===== src/hdl/tolp_pkg.sv =====
// Package for the TCP option list parser: option codes, status codes,
// kind decode helpers and the command word passed from front to back.
// No dependencies.
`timescale 1ns / 1ps

package tolp_pkg;

    typedef enum logic [2:0] {
        OPT_NOP    = 3'd0,
        OPT_MSS    = 3'd1,
        OPT_WSCALE = 3'd2,
        OPT_SACK   = 3'd3,
        OPT_TS     = 3'd4
    } opt_code_t;

    typedef enum logic [1:0] {
        ST_OK         = 2'd0,
        ST_NO_LENGTH  = 2'd1,
        ST_OVERRUN    = 2'd2,
        ST_ZERO_LEN   = 2'd3
    } parse_status_t;

    localparam logic RES_RECORD  = 1'b0;
    localparam logic RES_SUMMARY = 1'b1;

    // Option kind bytes as they appear on the wire
    localparam logic [7:0] KIND_EOL    = 8'd0;
    localparam logic [7:0] KIND_NOP    = 8'd1;
    localparam logic [7:0] KIND_MSS    = 8'd2;
    localparam logic [7:0] KIND_WSCALE = 8'd3;
    localparam logic [7:0] KIND_SACK   = 8'd4;
    localparam logic [7:0] KIND_TS     = 8'd8;

    localparam int FIFO_DEPTH = 4;
    localparam int PTR_W      = $clog2(FIFO_DEPTH);
    localparam int FCNT_W     = $clog2(FIFO_DEPTH + 1);

    // One command describes everything a single byte produces: an optional
    // record beat and an optional summary beat, which share the snapshot.
    typedef struct packed {
        logic               rec;
        opt_code_t          code;
        logic [3:0]         position;
        logic               sum;
        parse_status_t      status;
        logic [4:0]         count;
        logic signed [8:0]  scale;
        logic               has_ts;
        logic [31:0]        tsval;
        logic [31:0]        tsecr;
    } cmd_t;

    // Correct total length of a known kind, zero for an unknown kind.
    function automatic logic [3:0] known_len(input logic [7:0] kind);
        logic [3:0] len;
        unique case (kind)
            KIND_MSS:    len = 4'd4;
            KIND_WSCALE: len = 4'd3;
            KIND_SACK:   len = 4'd2;
            KIND_TS:     len = 4'd10;
            default:     len = 4'd0;
        endcase
        return len;
    endfunction

    function automatic opt_code_t kind_code(input logic [7:0] kind);
        opt_code_t code;
        unique case (kind)
            KIND_MSS:    code = OPT_MSS;
            KIND_WSCALE: code = OPT_WSCALE;
            KIND_SACK:   code = OPT_SACK;
            default:     code = OPT_TS;
        endcase
        return code;
    endfunction

endpackage


===== src/hdl/tolp_front.sv =====
// Front end of the TCP option list parser: accepts option bytes, walks the
// kind/length/data layout and issues one command per byte that has results.
// Depends on tolp_pkg.
`timescale 1ns / 1ps

module tolp_front #(
    parameter int MAX_ORDER        = 16,
    parameter int MAX_OPTION_BYTES = 40
) (
    input  logic              aclk,
    input  logic              aresetn,
    input  logic              s_valid,
    output logic              s_ready,
    input  logic [7:0]        s_option_byte,
    input  logic [5:0]        s_options_length,
    input  logic              push_ready,
    output logic              push_valid,
    output tolp_pkg::cmd_t    push_cmd
);

    localparam int CNT_W = $clog2(MAX_ORDER + 1);
    localparam logic [CNT_W-1:0] MAX_CNT = CNT_W'(MAX_ORDER);
    localparam logic [5:0]       MAX_LEN = 6'(MAX_OPTION_BYTES);

    logic [5:0]         pos_reg,     pos_next;
    logic [7:0]         rem_reg,     rem_next;
    logic [7:0]         kind_reg,    kind_next;
    logic [7:0]         clen_reg,    clen_next;
    logic [63:0]        shift_reg,   shift_next;
    logic [CNT_W-1:0]   cnt_reg,     cnt_next;
    logic signed [8:0]  scale_reg,   scale_next;
    logic [31:0]        tsval_reg,   tsval_next;
    logic [31:0]        tsecr_reg,   tsecr_next;
    logic               ts_seen_reg, ts_seen_next;
    logic               stopped_reg, stopped_next;
    tolp_pkg::parse_status_t status_reg, status_next;
    logic               pending_reg, pending_next;

    logic               accept;
    logic [5:0]         len;
    logic               parse;
    logic               end_pkt;
    logic [7:0]         room;
    logic [3:0]         klen;
    logic               cmp_req;
    logic               rec_req;
    logic               rec_fire;
    tolp_pkg::opt_code_t rec_code;

    assign s_ready = push_ready;
    assign accept  = s_valid && s_ready;

    assign len     = (s_options_length > MAX_LEN) ? MAX_LEN : s_options_length;
    assign parse   = (len != 6'd0) && (pos_reg < len) && !stopped_reg;
    assign end_pkt = (len == 6'd0) || (({1'b0, pos_reg} + 7'd1) >= {1'b0, len});
    // Bytes left from the start of the option (one byte before this one)
    assign room    = {2'b00, len} - {2'b00, pos_reg} + 8'd1;
    assign klen    = tolp_pkg::known_len(kind_reg);

    always_comb begin
        pos_next     = pos_reg;
        rem_next     = rem_reg;
        kind_next    = kind_reg;
        clen_next    = clen_reg;
        shift_next   = shift_reg;
        cnt_next     = cnt_reg;
        scale_next   = scale_reg;
        tsval_next   = tsval_reg;
        tsecr_next   = tsecr_reg;
        ts_seen_next = ts_seen_reg;
        stopped_next = stopped_reg;
        status_next  = status_reg;
        pending_next = pending_reg;
        cmp_req      = 1'b0;
        rec_req      = 1'b0;
        rec_code     = tolp_pkg::OPT_NOP;

        if (parse) begin
            if (pending_reg) begin
                pending_next = 1'b0;
                clen_next    = s_option_byte;
                if (s_option_byte > room) begin
                    stopped_next = 1'b1;
                    status_next  = tolp_pkg::ST_OVERRUN;
                    rem_next     = 8'd0;
                end else if (klen != 4'd0) begin
                    // A known kind is always skipped by its correct length
                    rem_next = {4'b0000, klen} - 8'd2;
                    cmp_req  = (klen == 4'd2);
                end else if (s_option_byte == 8'd0) begin
                    stopped_next = 1'b1;
                    status_next  = tolp_pkg::ST_ZERO_LEN;
                    rem_next     = 8'd0;
                end else if (s_option_byte == 8'd1) begin
                    rem_next = 8'd0;
                    rec_req  = 1'b1;
                    rec_code = tolp_pkg::OPT_NOP;
                end else begin
                    rem_next = s_option_byte - 8'd2;
                end
            end else if (rem_reg != 8'd0) begin
                shift_next = {shift_reg[55:0], s_option_byte};
                rem_next   = rem_reg - 8'd1;
                cmp_req    = (rem_reg == 8'd1);
            end else if (s_option_byte == tolp_pkg::KIND_NOP) begin
                rec_req  = 1'b1;
                rec_code = tolp_pkg::OPT_NOP;
            end else if (s_option_byte == tolp_pkg::KIND_EOL) begin
                stopped_next = 1'b1;
                status_next  = tolp_pkg::ST_OK;
                rem_next     = 8'd0;
            end else if (end_pkt) begin
                stopped_next = 1'b1;
                status_next  = tolp_pkg::ST_NO_LENGTH;
                rem_next     = 8'd0;
            end else begin
                kind_next    = s_option_byte;
                clen_next    = 8'd0;
                shift_next   = 64'd0;
                pending_next = 1'b1;
            end
        end

        // An option is only taken when its reported length was right
        if (cmp_req && (klen != 4'd0) && (clen_next == {4'b0000, klen})) begin
            if (kind_reg == tolp_pkg::KIND_WSCALE) begin
                scale_next = $signed({1'b0, shift_next[7:0]});
            end
            if (kind_reg == tolp_pkg::KIND_TS) begin
                tsval_next   = shift_next[63:32];
                tsecr_next   = shift_next[31:0];
                ts_seen_next = 1'b1;
            end
            rec_req  = 1'b1;
            rec_code = tolp_pkg::kind_code(kind_reg);
        end

        rec_fire = rec_req && (cnt_reg < MAX_CNT);
        if (rec_fire) begin
            cnt_next = cnt_reg + CNT_W'(1);
        end

        push_cmd.rec      = rec_fire;
        push_cmd.code     = rec_code;
        push_cmd.position = 4'(cnt_reg);
        push_cmd.sum      = end_pkt;
        push_cmd.status   = status_next;
        push_cmd.count    = 5'(cnt_next);
        push_cmd.scale    = scale_next;
        push_cmd.has_ts   = ts_seen_next;
        push_cmd.tsval    = tsval_next;
        push_cmd.tsecr    = tsecr_next;

        if (end_pkt) begin
            pos_next     = 6'd0;
            rem_next     = 8'd0;
            kind_next    = 8'd0;
            clen_next    = 8'd0;
            shift_next   = 64'd0;
            cnt_next     = '0;
            stopped_next = 1'b0;
            status_next  = tolp_pkg::ST_OK;
            pending_next = 1'b0;
        end else begin
            pos_next = pos_reg + 6'd1;
        end
    end

    assign push_valid = accept && (rec_fire || end_pkt);

    always_ff @(posedge aclk) begin
        if (!aresetn) begin
            pos_reg     <= 6'd0;
            rem_reg     <= 8'd0;
            kind_reg    <= 8'd0;
            clen_reg    <= 8'd0;
            shift_reg   <= 64'd0;
            cnt_reg     <= '0;
            scale_reg   <= -9'sd1;
            tsval_reg   <= 32'd0;
            tsecr_reg   <= 32'd0;
            ts_seen_reg <= 1'b0;
            stopped_reg <= 1'b0;
            status_reg  <= tolp_pkg::ST_OK;
            pending_reg <= 1'b0;
        end else if (accept) begin
            pos_reg     <= pos_next;
            rem_reg     <= rem_next;
            kind_reg    <= kind_next;
            clen_reg    <= clen_next;
            shift_reg   <= shift_next;
            cnt_reg     <= cnt_next;
            scale_reg   <= scale_next;
            tsval_reg   <= tsval_next;
            tsecr_reg   <= tsecr_next;
            ts_seen_reg <= ts_seen_next;
            stopped_reg <= stopped_next;
            status_reg  <= status_next;
            pending_reg <= pending_next;
        end
    end

endmodule


===== src/hdl/tolp_fifo.sv =====
// Short command queue between the front end and the back end of the parser.
// Depends on tolp_pkg.
`timescale 1ns / 1ps

module tolp_fifo (
    input  logic              aclk,
    input  logic              aresetn,
    input  logic              push_valid,
    output logic              push_ready,
    input  tolp_pkg::cmd_t    push_cmd,
    output logic              head_valid,
    input  logic              pop,
    output tolp_pkg::cmd_t    head_cmd
);

    tolp_pkg::cmd_t mem [tolp_pkg::FIFO_DEPTH];

    logic [tolp_pkg::PTR_W-1:0]  wr_ptr_reg, wr_ptr_next;
    logic [tolp_pkg::PTR_W-1:0]  rd_ptr_reg, rd_ptr_next;
    logic [tolp_pkg::FCNT_W-1:0] count_reg,  count_next;
    logic                        do_push;
    logic                        do_pop;

    assign push_ready = (count_reg != tolp_pkg::FCNT_W'(tolp_pkg::FIFO_DEPTH));
    assign head_valid = (count_reg != '0);
    assign head_cmd   = mem[rd_ptr_reg];
    assign do_push    = push_valid && push_ready;
    assign do_pop     = pop && head_valid;

    always_comb begin
        wr_ptr_next = do_push ? wr_ptr_reg + tolp_pkg::PTR_W'(1) : wr_ptr_reg;
        rd_ptr_next = do_pop  ? rd_ptr_reg + tolp_pkg::PTR_W'(1) : rd_ptr_reg;
        count_next  = count_reg;
        if (do_push && !do_pop) begin
            count_next = count_reg + tolp_pkg::FCNT_W'(1);
        end else if (do_pop && !do_push) begin
            count_next = count_reg - tolp_pkg::FCNT_W'(1);
        end
    end

    always_ff @(posedge aclk) begin
        if (do_push) begin
            mem[wr_ptr_reg] <= push_cmd;
        end
    end

    always_ff @(posedge aclk) begin
        if (!aresetn) begin
            wr_ptr_reg <= '0;
            rd_ptr_reg <= '0;
            count_reg  <= '0;
        end else begin
            wr_ptr_reg <= wr_ptr_next;
            rd_ptr_reg <= rd_ptr_next;
            count_reg  <= count_next;
        end
    end

endmodule


===== src/hdl/tolp_back.sv =====
// Back end of the parser: expands each queued command into its record and
// summary beats and holds them in the output register.
// Depends on tolp_pkg.
`timescale 1ns / 1ps

module tolp_back (
    input  logic                 aclk,
    input  logic                 aresetn,
    input  logic                 head_valid,
    input  tolp_pkg::cmd_t       head_cmd,
    output logic                 pop,
    output logic                 m_valid,
    input  logic                 m_ready,
    output logic                 m_result_kind,
    output logic [2:0]           m_option_code,
    output logic [3:0]           m_option_position,
    output logic [4:0]           m_recorded_count,
    output logic signed [8:0]    m_window_scale,
    output logic                 m_has_timestamp,
    output logic [31:0]          m_ts_value,
    output logic [31:0]          m_ts_echo,
    output logic [1:0]           m_parse_status,
    output logic                 m_last_of_run
);

    logic               valid_reg,   valid_next;
    logic               phase_reg,   phase_next;
    logic               kind_reg,    kind_next;
    logic [2:0]         code_reg,    code_next;
    logic [3:0]         position_reg, position_next;
    logic [4:0]         count_reg,   count_next;
    logic signed [8:0]  scale_reg,   scale_next;
    logic               has_ts_reg,  has_ts_next;
    logic [31:0]        tsval_reg,   tsval_next;
    logic [31:0]        tsecr_reg,   tsecr_next;
    logic [1:0]         status_reg,  status_next;
    logic               last_reg,    last_next;
    logic               load;

    assign load = !valid_reg || m_ready;

    always_comb begin
        valid_next    = valid_reg;
        phase_next    = phase_reg;
        kind_next     = kind_reg;
        code_next     = code_reg;
        position_next = position_reg;
        count_next    = count_reg;
        scale_next    = scale_reg;
        has_ts_next   = has_ts_reg;
        tsval_next    = tsval_reg;
        tsecr_next    = tsecr_reg;
        status_next   = status_reg;
        last_next     = last_reg;
        pop           = 1'b0;

        if (load) begin
            valid_next = head_valid;
            if (head_valid) begin
                count_next  = head_cmd.count;
                scale_next  = head_cmd.scale;
                has_ts_next = head_cmd.has_ts;
                tsval_next  = head_cmd.tsval;
                tsecr_next  = head_cmd.tsecr;
                if (head_cmd.rec && !phase_reg) begin
                    // Record beat first; the summary of the same byte follows
                    kind_next     = tolp_pkg::RES_RECORD;
                    code_next     = head_cmd.code;
                    position_next = head_cmd.position;
                    status_next   = tolp_pkg::ST_OK;
                    last_next     = !head_cmd.sum;
                    phase_next    = head_cmd.sum;
                    pop           = !head_cmd.sum;
                end else begin
                    kind_next     = tolp_pkg::RES_SUMMARY;
                    code_next     = tolp_pkg::OPT_NOP;
                    position_next = 4'd0;
                    status_next   = head_cmd.status;
                    last_next     = 1'b1;
                    phase_next    = 1'b0;
                    pop           = 1'b1;
                end
            end
        end
    end

    always_ff @(posedge aclk) begin
        if (!aresetn) begin
            valid_reg <= 1'b0;
            phase_reg <= 1'b0;
        end else begin
            valid_reg <= valid_next;
            phase_reg <= phase_next;
        end
    end

    always_ff @(posedge aclk) begin
        kind_reg     <= kind_next;
        code_reg     <= code_next;
        position_reg <= position_next;
        count_reg    <= count_next;
        scale_reg    <= scale_next;
        has_ts_reg   <= has_ts_next;
        tsval_reg    <= tsval_next;
        tsecr_reg    <= tsecr_next;
        status_reg   <= status_next;
        last_reg     <= last_next;
    end

    assign m_valid           = valid_reg;
    assign m_result_kind     = kind_reg;
    assign m_option_code     = code_reg;
    assign m_option_position = position_reg;
    assign m_recorded_count  = count_reg;
    assign m_window_scale    = scale_reg;
    assign m_has_timestamp   = has_ts_reg;
    assign m_ts_value        = tsval_reg;
    assign m_ts_echo         = tsecr_reg;
    assign m_parse_status    = status_reg;
    assign m_last_of_run     = last_reg;

endmodule


===== src/hdl/tcp_option_list_parser.sv =====
// Top level of the TCP option list parser: front end, command queue and
// back end. Depends on tolp_pkg, tolp_front, tolp_fifo and tolp_back.
//
//   Channel   Direction  Beat carries
//   s_        in         one option byte and the packet's option length
//   m_        out        one recorded option or one end-of-packet summary
//
// One option byte is accepted every cycle while the queue has room. A byte
// produces no beat, one beat, or two beats (a record followed by the
// summary) on the last byte of a packet; the back end sends one beat per
// cycle while m_ready is high and a four-entry queue takes up the
// difference. Reset is synchronous and active low and leaves no clearing
// pass to run. Input stalls only when the queue is full: after m_ready has
// been low, or when bytes that each produce two beats arrive back to back.
`timescale 1ns / 1ps

module tcp_option_list_parser #(
    parameter int MAX_ORDER        = 16,
    parameter int MAX_OPTION_BYTES = 40
) (
    input  logic                 aclk,
    input  logic                 aresetn,
    input  logic                 s_valid,
    output logic                 s_ready,
    input  logic [7:0]           s_option_byte,
    input  logic [5:0]           s_options_length,
    output logic                 m_valid,
    input  logic                 m_ready,
    output logic                 m_result_kind,
    output logic [2:0]           m_option_code,
    output logic [3:0]           m_option_position,
    output logic [4:0]           m_recorded_count,
    output logic signed [8:0]    m_window_scale,
    output logic                 m_has_timestamp,
    output logic [31:0]          m_ts_value,
    output logic [31:0]          m_ts_echo,
    output logic [1:0]           m_parse_status,
    output logic                 m_last_of_run
);

    logic            push_valid;
    logic            push_ready;
    tolp_pkg::cmd_t  push_cmd;
    logic            head_valid;
    logic            pop;
    tolp_pkg::cmd_t  head_cmd;

    tolp_front #(
        .MAX_ORDER        (MAX_ORDER),
        .MAX_OPTION_BYTES (MAX_OPTION_BYTES)
    ) u_front (
        .aclk             (aclk),
        .aresetn          (aresetn),
        .s_valid          (s_valid),
        .s_ready          (s_ready),
        .s_option_byte    (s_option_byte),
        .s_options_length (s_options_length),
        .push_ready       (push_ready),
        .push_valid       (push_valid),
        .push_cmd         (push_cmd)
    );

    tolp_fifo u_fifo (
        .aclk       (aclk),
        .aresetn    (aresetn),
        .push_valid (push_valid),
        .push_ready (push_ready),
        .push_cmd   (push_cmd),
        .head_valid (head_valid),
        .pop        (pop),
        .head_cmd   (head_cmd)
    );

    tolp_back u_back (
        .aclk              (aclk),
        .aresetn           (aresetn),
        .head_valid        (head_valid),
        .head_cmd          (head_cmd),
        .pop               (pop),
        .m_valid           (m_valid),
        .m_ready           (m_ready),
        .m_result_kind     (m_result_kind),
        .m_option_code     (m_option_code),
        .m_option_position (m_option_position),
        .m_recorded_count  (m_recorded_count),
        .m_window_scale    (m_window_scale),
        .m_has_timestamp   (m_has_timestamp),
        .m_ts_value        (m_ts_value),
        .m_ts_echo         (m_ts_echo),
        .m_parse_status    (m_parse_status),
        .m_last_of_run     (m_last_of_run)
    );

endmodule

===== config.mk =====
export PLATFORM = sky130hd
export DESIGN_NAME = tcp_option_list_parser
export DESIGN_NICKNAME = d
export VERILOG_FILES = /design/src/hdl/tolp_pkg.sv /design/src/hdl/tolp_front.sv /design/src/hdl/tolp_fifo.sv /design/src/hdl/tolp_back.sv /design/src/hdl/tcp_option_list_parser.sv
export SDC_FILE = /design/constraint.sdc
export NUM_CORES = 1
export LEC_CHECK = 0
export BUFFER_PORTS_ARGS = -buffer_cell sky130_fd_sc_hd__buf_2
export CAP_MARGIN = 20
export CORE_MARGIN = 1
export CORE_UTILIZATION = 61
export DETAILED_ROUTE_END_ITERATION = 10
export GPL_TIMING_DRIVEN = 0
export PLACE_DENSITY = 0.83
export SYNTH_ARGS = -nofsm -noshare
export SYNTH_HDL_FRONTEND = slang
export SYNTH_SLANG_ARGS = --single-unit

===== constraint.sdc =====
create_clock -name aclk -period 10.4 [get_ports aclk]
set_input_delay 1.04 -clock aclk [delete_from_list [all_inputs] [get_ports aclk]]
set_output_delay 1.04 -clock aclk [all_outputs]
set_load 0.01 [all_outputs]

Yosys cells after proc, flatten, opt, wreduce, memory -nomap -nowiden
Memories as Yosys holds them, arrays and structs flattened. A register that Yosys moved wholly into a read port is not among the register bits.
Cells that the tools add are included.
{"block": "word_totals", "regBits": 276, "ram_bits": 360, "input_bits": 18, "out_inout_bits": 92, "memories": 1}
{"memory": "u_fifo.mem", "words": 4, "word_bits": 90, "read_ports": 1, "rd_ports_with_merged_regs": 1, "write_ports": 1, "line_no": "tolp_fifo.sv:16", "source": "tolp_pkg::cmd_t mem [tolp_pkg::FIFO_DEPTH];"}
{"block": "op_classes", "add_sub_neg": 12, "order_cmp": 5, "eq_ne": 17, "mux": 93, "n_reduce_logical": 35}
{"op": "$mux W64", "n": 7}
{"op": "$mux W8", "n": 23}
{"op": "$mux W32", "n": 4}
{"op": "$mux W1", "n": 36}
{"op": "$mux W2", "n": 12}
{"op": "$mux W9", "n": 2}
{"op": "$eq A8 B1 Y1 const B", "n": 2}
{"op": "$eq A8 B2 Y1 const B", "n": 2}
{"op": "$pmux W4 S4", "n": 1}
{"op": "$logic_and A1 B1 Y1", "n": 12}
{"op": "$mux W6", "n": 2}
{"op": "$mux W5", "n": 2}
{"op": "$mux W3", "n": 3}
{"op": "$pmux W3 S3", "n": 1}
{"op": "$add A8 B1 Y8 const B", "n": 1}
{"op": "$eq A8 B3 Y1 const B", "n": 1}
{"op": "$eq A8 B4 Y1", "n": 1}
{"op": "$eq A8 B4 Y1 const B", "n": 1}
{"op": "$gt A8 B8 Y1", "n": 1}
{"op": "$logic_not A8 Y1", "n": 1}
{"op": "$reduce_bool A4 Y1", "n": 2}
{"op": "$reduce_bool A8 Y1", "n": 1}
{"op": "$sub A8 B1 Y8 const B", "n": 1}
{"op": "$sub A8 B2 Y8 const B", "n": 1}
{"op": "29 further kinds", "n": 42}

Longest topological paths before layout
{"block": "logic_depth", "ltp_word": 21, "mapped_depth": 28, "ltp_nobuf": 27}

Hierarchy
A second synthesis with hierarchy kept.
{"block": "unflattened", "cells_unflattened": 1842, "area_unflattened_um2": 26893.3}
{"module": "tolp_fifo", "instances": 1, "cells_per_inst": 518, "area_each_um2": 13556.8, "seq_area_each_um2": 10990.5}
{"module": "tolp_front", "instances": 1, "cells_per_inst": 1210, "area_each_um2": 10451.3, "seq_area_each_um2": 3543.4}
{"module": "tolp_back", "instances": 1, "cells_per_inst": 114, "area_each_um2": 2885.3, "seq_area_each_um2": 2742.6}

Least setup slack after synthesis
Ideal clock, no wire load.
{"block": "synth_path", "path_type": "input to register", "start": "input port s_options_length[3]", "end": "memory u_fifo.mem[0][0] (netlist bit), enable pin", "setup_time_ps": 459, "arrival_time_ps": 7160, "t_required_ps": 9941, "slack_ps": 2781, "stages": 22, "n_path_buf": 1, "cell_sequence": "o21ai_0 nand2_1 ha_1 fa_1 nor2b_1 o21ai_0 nand2b_1 xor2_1 nand3_1 xor2_1 ha_1 nand4_1 or2_2 o21a_1 o31a_1 nor4_4 nand4b_4 o31ai_1 nand2b_1 buf_2 a21oi_4 and2_1"}
{"block": "synth_between", "elab_chain_cells": 19, "elab_cells_between_ends": 34, "classes_between": "2 x add/sub; 4 x order compare; 1 x eq/ne; 16 x mux; 11 x reduce/logical"}
{"item": "start: declaration", "line_no": "tcp_option_list_parser.sv:26", "source": "input logic [5:0] s_options_length,"}
{"item": "$gt A6 B6 Y1", "line_no": "tolp_front.sv:53", "source": "assign len = (s_options_length > MAX_LEN) ? MAX_LEN : s_options_length;"}
{"item": "$mux W6 (*)", "line_no": "tolp_front.sv:53"}
{"item": "branches (longest 12 deep; another with $add A8 B1 Y8)"}
{"item": "$logic_or A1 B1 Y1 (*)", "line_no": "tolp_front.sv:169", "source": "assign push_valid = accept && (rec_fire || end_pkt);"}
{"item": "$logic_and A1 B1 Y1 (*)", "line_no": "tolp_front.sv:169"}
{"item": "$logic_and A1 B1 Y1 (*)", "line_no": "tolp_fifo.sv:27", "source": "assign do_push = push_valid && push_ready;"}
{"item": "named net u_fifo.do_push", "line_no": "tolp_fifo.sv:21", "source": "logic do_push;"}
{"item": "$mux W1 (*)", "line_no": "tolp_fifo.sv:42", "source": "if (do_push) begin"}
{"item": "$mux W1 (not written as such) (*)", "line_no": "tolp_fifo.sv:43", "source": "mem[wr_ptr_reg] <= push_cmd;"}
{"item": "end: declaration", "line_no": "tolp_fifo.sv:16"}
Mark *: on every way through the listed nets, which the timed path passes.

Worst setup path in the final report
{"block": "layout_path", "start": "input port s_options_length[4]", "end": "register u_fifo.count_reg[2] (netlist bit)"}
{"block": "layout_between", "elab_chain_cells": 20, "elab_cells_between_ends": 37, "classes_between": "2 x add/sub; 4 x order compare; 1 x eq/ne; 15 x mux; 15 x reduce/logical"}
{"item": "$gt A6 B6 Y1", "line_no": "tolp_front.sv:53"}
{"item": "$mux W6 (*)", "line_no": "tolp_front.sv:53"}
{"item": "branches (longest 12 deep; another with $add A8 B1 Y8)"}
{"item": "$logic_or A1 B1 Y1 (*)", "line_no": "tolp_front.sv:169"}
{"item": "$logic_and A1 B1 Y1 (*)", "line_no": "tolp_front.sv:169"}
{"item": "$logic_and A1 B1 Y1 (*)", "line_no": "tolp_fifo.sv:27"}
{"item": "named net u_fifo.do_push", "line_no": "tolp_fifo.sv:21"}
{"item": "$logic_not A1 Y1", "line_no": "tolp_fifo.sv:36", "source": "end else if (do_pop && !do_push) begin"}
{"item": "$logic_and A1 B1 Y1", "line_no": "tolp_fifo.sv:36"}
{"item": "$reduce_bool A2 Y1 (no line)"}
{"item": "end signal: assignment", "line_no": "tolp_fifo.sv:55", "source": "count_reg <= count_next;"}
{"item": "end: declaration", "line_no": "tolp_fifo.sv:20", "source": "logic [tolp_pkg::FCNT_W-1:0] count_reg, count_next;"}
Marks and branches as above.
A chain may end at the register's enable or synchronous reset.

==> results by stage <==
Cells and area:
- Excluding fillers, the count of instances in the completed layout stands at 2620.
- The net count reported at finish is 2091.
- The register with the most flip-flops in the layout has 360 of them.
- Registers take 17280 µm².
- The layout-stage area growth over the synthesis result is 13.08%.
- In the final layout, the share of cells above drive strength 1 is 16.43%.
- The final core utilization is 70.32%.
- The number of fill cells is 2626.
- In the final layout, the multi-input gates occupy 7716 µm².
- The repair_antennas step left the layout with diodes totalling 0.

Floorplan:
- The floorplan step set the die width to 206.7 µm.
- In this run the vertical extent of the chip is 206.7 µm.
- The initial core utilization is 62.19%.
- The floorplan step defined a die boundary enclosing 42730 µm².
- The number of core rows is 74.
- The core region is 41110 µm².
- 110 I/O pins were placed.

Synthesis:
- Counting flops with a built-in enable in the synthesized netlist gives 450.
- The total number of yosys warnings is 0.
- In the synthesized netlist, the cells that appear most often are sky130_fd_sc_hd__edfxtp_1 (450), sky130_fd_sc_hd__nor2_1 (258), sky130_fd_sc_hd__dfxtp_1 (188).
- After synthesis the netlist holds a flip-flop and latch count of 638.
- After technology mapping, the gate count stands at 1861.
- The share of synthesized area in the top cell type comes to 52.86%.
- The biggest area contributor in the post-synthesis netlist is sky130_fd_sc_hd__edfxtp_1.
- The dominant cell by count in the synthesized netlist is sky130_fd_sc_hd__edfxtp_1.
- The mean post-synth cell area is 13.74 µm².
- The async set or reset register ratio after synthesis is 0%.
- The distinct cell type count after synthesis is 72.
- Among all flip-flop cells after synthesis, the most frequent one is sky130_fd_sc_hd__edfxtp_1.
- By area the synthesized netlist is led by sky130_fd_sc_hd__edfxtp_1 (53%), sky130_fd_sc_hd__dfxtp_1 (15%), sky130_fd_sc_hd__mux4_2 (7.9%), sky130_fd_sc_hd__nor2_1 (3.8%), sky130_fd_sc_hd__a22oi_1 (2.5%).
- The summed instance area of the synthesized netlist is 25560 µm².
- After synthesis, flip-flops and latches occupy 67.58% of the total area.
- When the netlist entered floorplanning its net count stood at 1914.

Clock tree:
- The number of hold-repair buffers added at the cts stage is 0.
- In this run, CTS created clock tree buffers numbering 58.
- The maximum buffer depth of the clock tree is 3.
- The clock tree from TritonCTS is built.
- At the later pin of the worst-skew pair, clock insertion delay measures 0.62 ns.
- After clock tree synthesis, the clock-pin slew on the worst setup and hold paths is 0.06 ns.
- Buffers added to address setup during post-CTS repair amount to 0.
- The post-cts sizing count is 0.
- The tree is rooted in a sky130_fd_sc_hd__clkbuf_16.
- Counting every sink on the clock net gives 638.
- The maximum level of the CTS H-tree is 2.

STA:
- The hold violation count in the final report is 0.
- The sum of negative setup slack is 0 ns.
- Clock skew on the completed layout was measured at 0.02213 ns.
- The count of pins over their slew limit is 0.
- The achievable clock frequency is 148.2 MHz.
- Setup violations remaining at the end of the flow were counted as 0.
- The clock period could shrink to 6.750 ns.
- The share of the clock period used by the worst path after layout is 64.90%.
- The transition time at the pin with the least slew margin is 1.180 ns.
- Headroom to the max-slew limit came out at 21.35%.
- Setup repair after global routing left no endpoint under its margin.

Power:
- The leakage power summed over all cells is 0.009767 µW.
- The largest voltage drop on the vdd net is 0.2922 mV.
- Power spread over the standard cell area amounts to 243.1 nW/µm².
- The completed layout was analyzed and its total power is 7028 µW.

Route:
- In the routed design, unresolved DRC markers number 8.
- After detailed routing, the average wire length per cell comes to 22.77 µm.
- In the routed layout, each cell is associated on average with a via count of 6.290.
- Summed over all layers, the routed wires come to 59650 µm.
- The routed layout has 16480 vias.
- Once detail routing completed, the nets flagged for antenna violations numbered 0.
- The DRC marker count from the first detailed-route iteration is 1860.
- Before antenna repair, the detailed router went through 11 iterations.

Placed design:
- Counting tap cells, the placed design contains a total of 2510 instances.
- The sum of net half-perimeters after detailed placement is 39420 µm.
- Port buffering added 108 buffers.
- The congestion estimate from routability-driven global placement came to 0.9414.

GRT:
- The maximum number of pins on one net before global-route repair is 56.
- Global routing used 28.31% of the available tracks across all layers.
- After global routing the overflow that remains totals 0.
- The first global-routing pass estimated 90510 µm of wire.
- The number of antenna violations at the first check in global routing is 0.
- The number of global-route vias before repair came to 15970.

Critical path:
- The launching element type of the critical path is an input port.
- The category of the critical setup timing path is input port to flip-flop.
- For the worst setup path, the data arrival time is 7.28 ns.
- STA classifies the critical path endpoint as a flip-flop.
- STA puts the critical path data required time at 10.93 ns.
- The maximum fanout along the worst path is 9.

Min path:
- In this run the worst hold path is classified as flip-flop to flip-flop.

Status:
- The run finished, with violations left.
- The final reports fail on design-rule violations.

Flow run:
- Max-cap violations in this run came to 0.
## power by group
group	switching [µW]	internal, µW
sequential	92.0	3030
combinational	1120	650
clock	923	1220
## placed cells by master, fill, tap and decap left out, types with 10 or more instances in the layout
cell type                   instances
sky130_fd_sc_hd__mux4_2            90
sky130_fd_sc_hd__a211oi_1          67
sky130_fd_sc_hd__edfxtp_1         450
sky130_fd_sc_hd__nor2_1           258
sky130_fd_sc_hd__nand3_1           28
sky130_fd_sc_hd__a21oi_1          100
sky130_fd_sc_hd__o21ai_0           88
sky130_fd_sc_hd__buf_2            127
sky130_fd_sc_hd__dfxtp_1          188
sky130_fd_sc_hd__a22oi_1           85
sky130_fd_sc_hd__mux2i_1           13
sky130_fd_sc_hd__xnor2_1           13
sky130_fd_sc_hd__clkbuf_1          97
sky130_fd_sc_hd__xor2_1            14
sky130_fd_sc_hd__clkbuf_16         60
sky130_fd_sc_hd__and3_1            11
sky130_fd_sc_hd__nor3_1            15
sky130_fd_sc_hd__nand2_1          128
sky130_fd_sc_hd__buf_1             11
sky130_fd_sc_hd__ha_1              33
sky130_fd_sc_hd__inv_1             31
sky130_fd_sc_hd__clkinv_2          10
## worst max-delay path, cell delays in order
cell and delay [ns]:
sky130_fd_sc_hd__buf_2 0.13, sky130_fd_sc_hd__o21ai_0 0.27, sky130_fd_sc_hd__nand2_1 0.16, sky130_fd_sc_hd__ha_1 0.26
sky130_fd_sc_hd__fa_1 0.44, sky130_fd_sc_hd__nor2b_1 0.13, sky130_fd_sc_hd__o21ai_0 0.08, sky130_fd_sc_hd__nand2b_1 0.11
sky130_fd_sc_hd__xor2_1 0.32, sky130_fd_sc_hd__nand3_1 0.14, sky130_fd_sc_hd__xor2_1 0.17, sky130_fd_sc_hd__ha_1 0.30
sky130_fd_sc_hd__a21oi_1 0.14, sky130_fd_sc_hd__o21ai_0 0.13, sky130_fd_sc_hd__o21ai_0 0.73, sky130_fd_sc_hd__a31oi_1 0.16
sky130_fd_sc_hd__or3_1 0.46, sky130_fd_sc_hd__o31ai_1 0.10, sky130_fd_sc_hd__nand2b_1 0.07, sky130_fd_sc_hd__buf_2 0.17
sky130_fd_sc_hd__a21oi_4 0.33, sky130_fd_sc_hd__ha_1 0.26, sky130_fd_sc_hd__inv_1 0.07, sky130_fd_sc_hd__fa_1 0.43
sky130_fd_sc_hd__xor2_1 0.18, sky130_fd_sc_hd__or3_1 0.32, sky130_fd_sc_hd__a21oi_1 0.17
## area by class of cell
cell class	count	area share, %
clock inverters	30	0.9349
inverters	33	0.4285
flip-flops and latches	638	59.76
clock buffers	80	5.730
plain buffers	116	1.623
multi-input cells	1074	26.69
well taps	532	2.303
repair buffers	117	2.528
## kinds of logic (layout without fill, tap and decap cells)
| logic type | Yosys count | in the layout | synth area share (%) |
|---|---|---|---|
| flops | 638 | 638 | 67.58 |
| simple gates | 502 | 502 | 8.658 |
| compound gates | 403 | 403 | 10.13 |
| buf+inv | 149 | 376 | 2.320 |
| mux | 107 | 107 | 8.614 |
| fa+ha+maj | 35 | 35 | 1.772 |
| xor+xnor | 27 | 27 | 0.9250 |
## path summary, 6_finish.rpt
check | startpoint | end | slack [ns] | depth (start not counted)
min reg2reg | u_front.kind_reg[7] | u_front.kind_reg[7] | 0.47 | 2
max | s_options_length[4] | u_fifo.count_reg[2] | 3.65 | 27
min | u_front.kind_reg[7] | u_front.kind_reg[7] | 0.47 | 2
max reg2reg | u_front.pos_reg[1] | u_fifo.count_reg[2] | 4.16 | 24
## layer usage
layer	routed length, µm	share of wire [%]	vias up	GRT usage [%]
li1	-	-	7405	-
met1	24470	41	8268	38.75
met2	29520	49	691	47.03
met3	3849	6.5	115	3.673
met4	1813	3.0	0	9.984
met5	0	0	-	0
## per-stage QoR
stage | hold slack (ns) | area, µm² | setup WS, ns
2_1_floorplan | 0.4159 | 25560 | 2.781
3_3_place_gp | 0.4291 | 26770 | 0.4985
3_5_place_dp | 0.4420 | 26980 | 3.169
4_1_cts | 0.4669 | 28910 | 3.705
5_1_grt | 0.4884 | 28910 | 3.226
6_report | 0.4673 | 28910 | 3.650
Note: power is estimated with default switching activity, not from simulation.
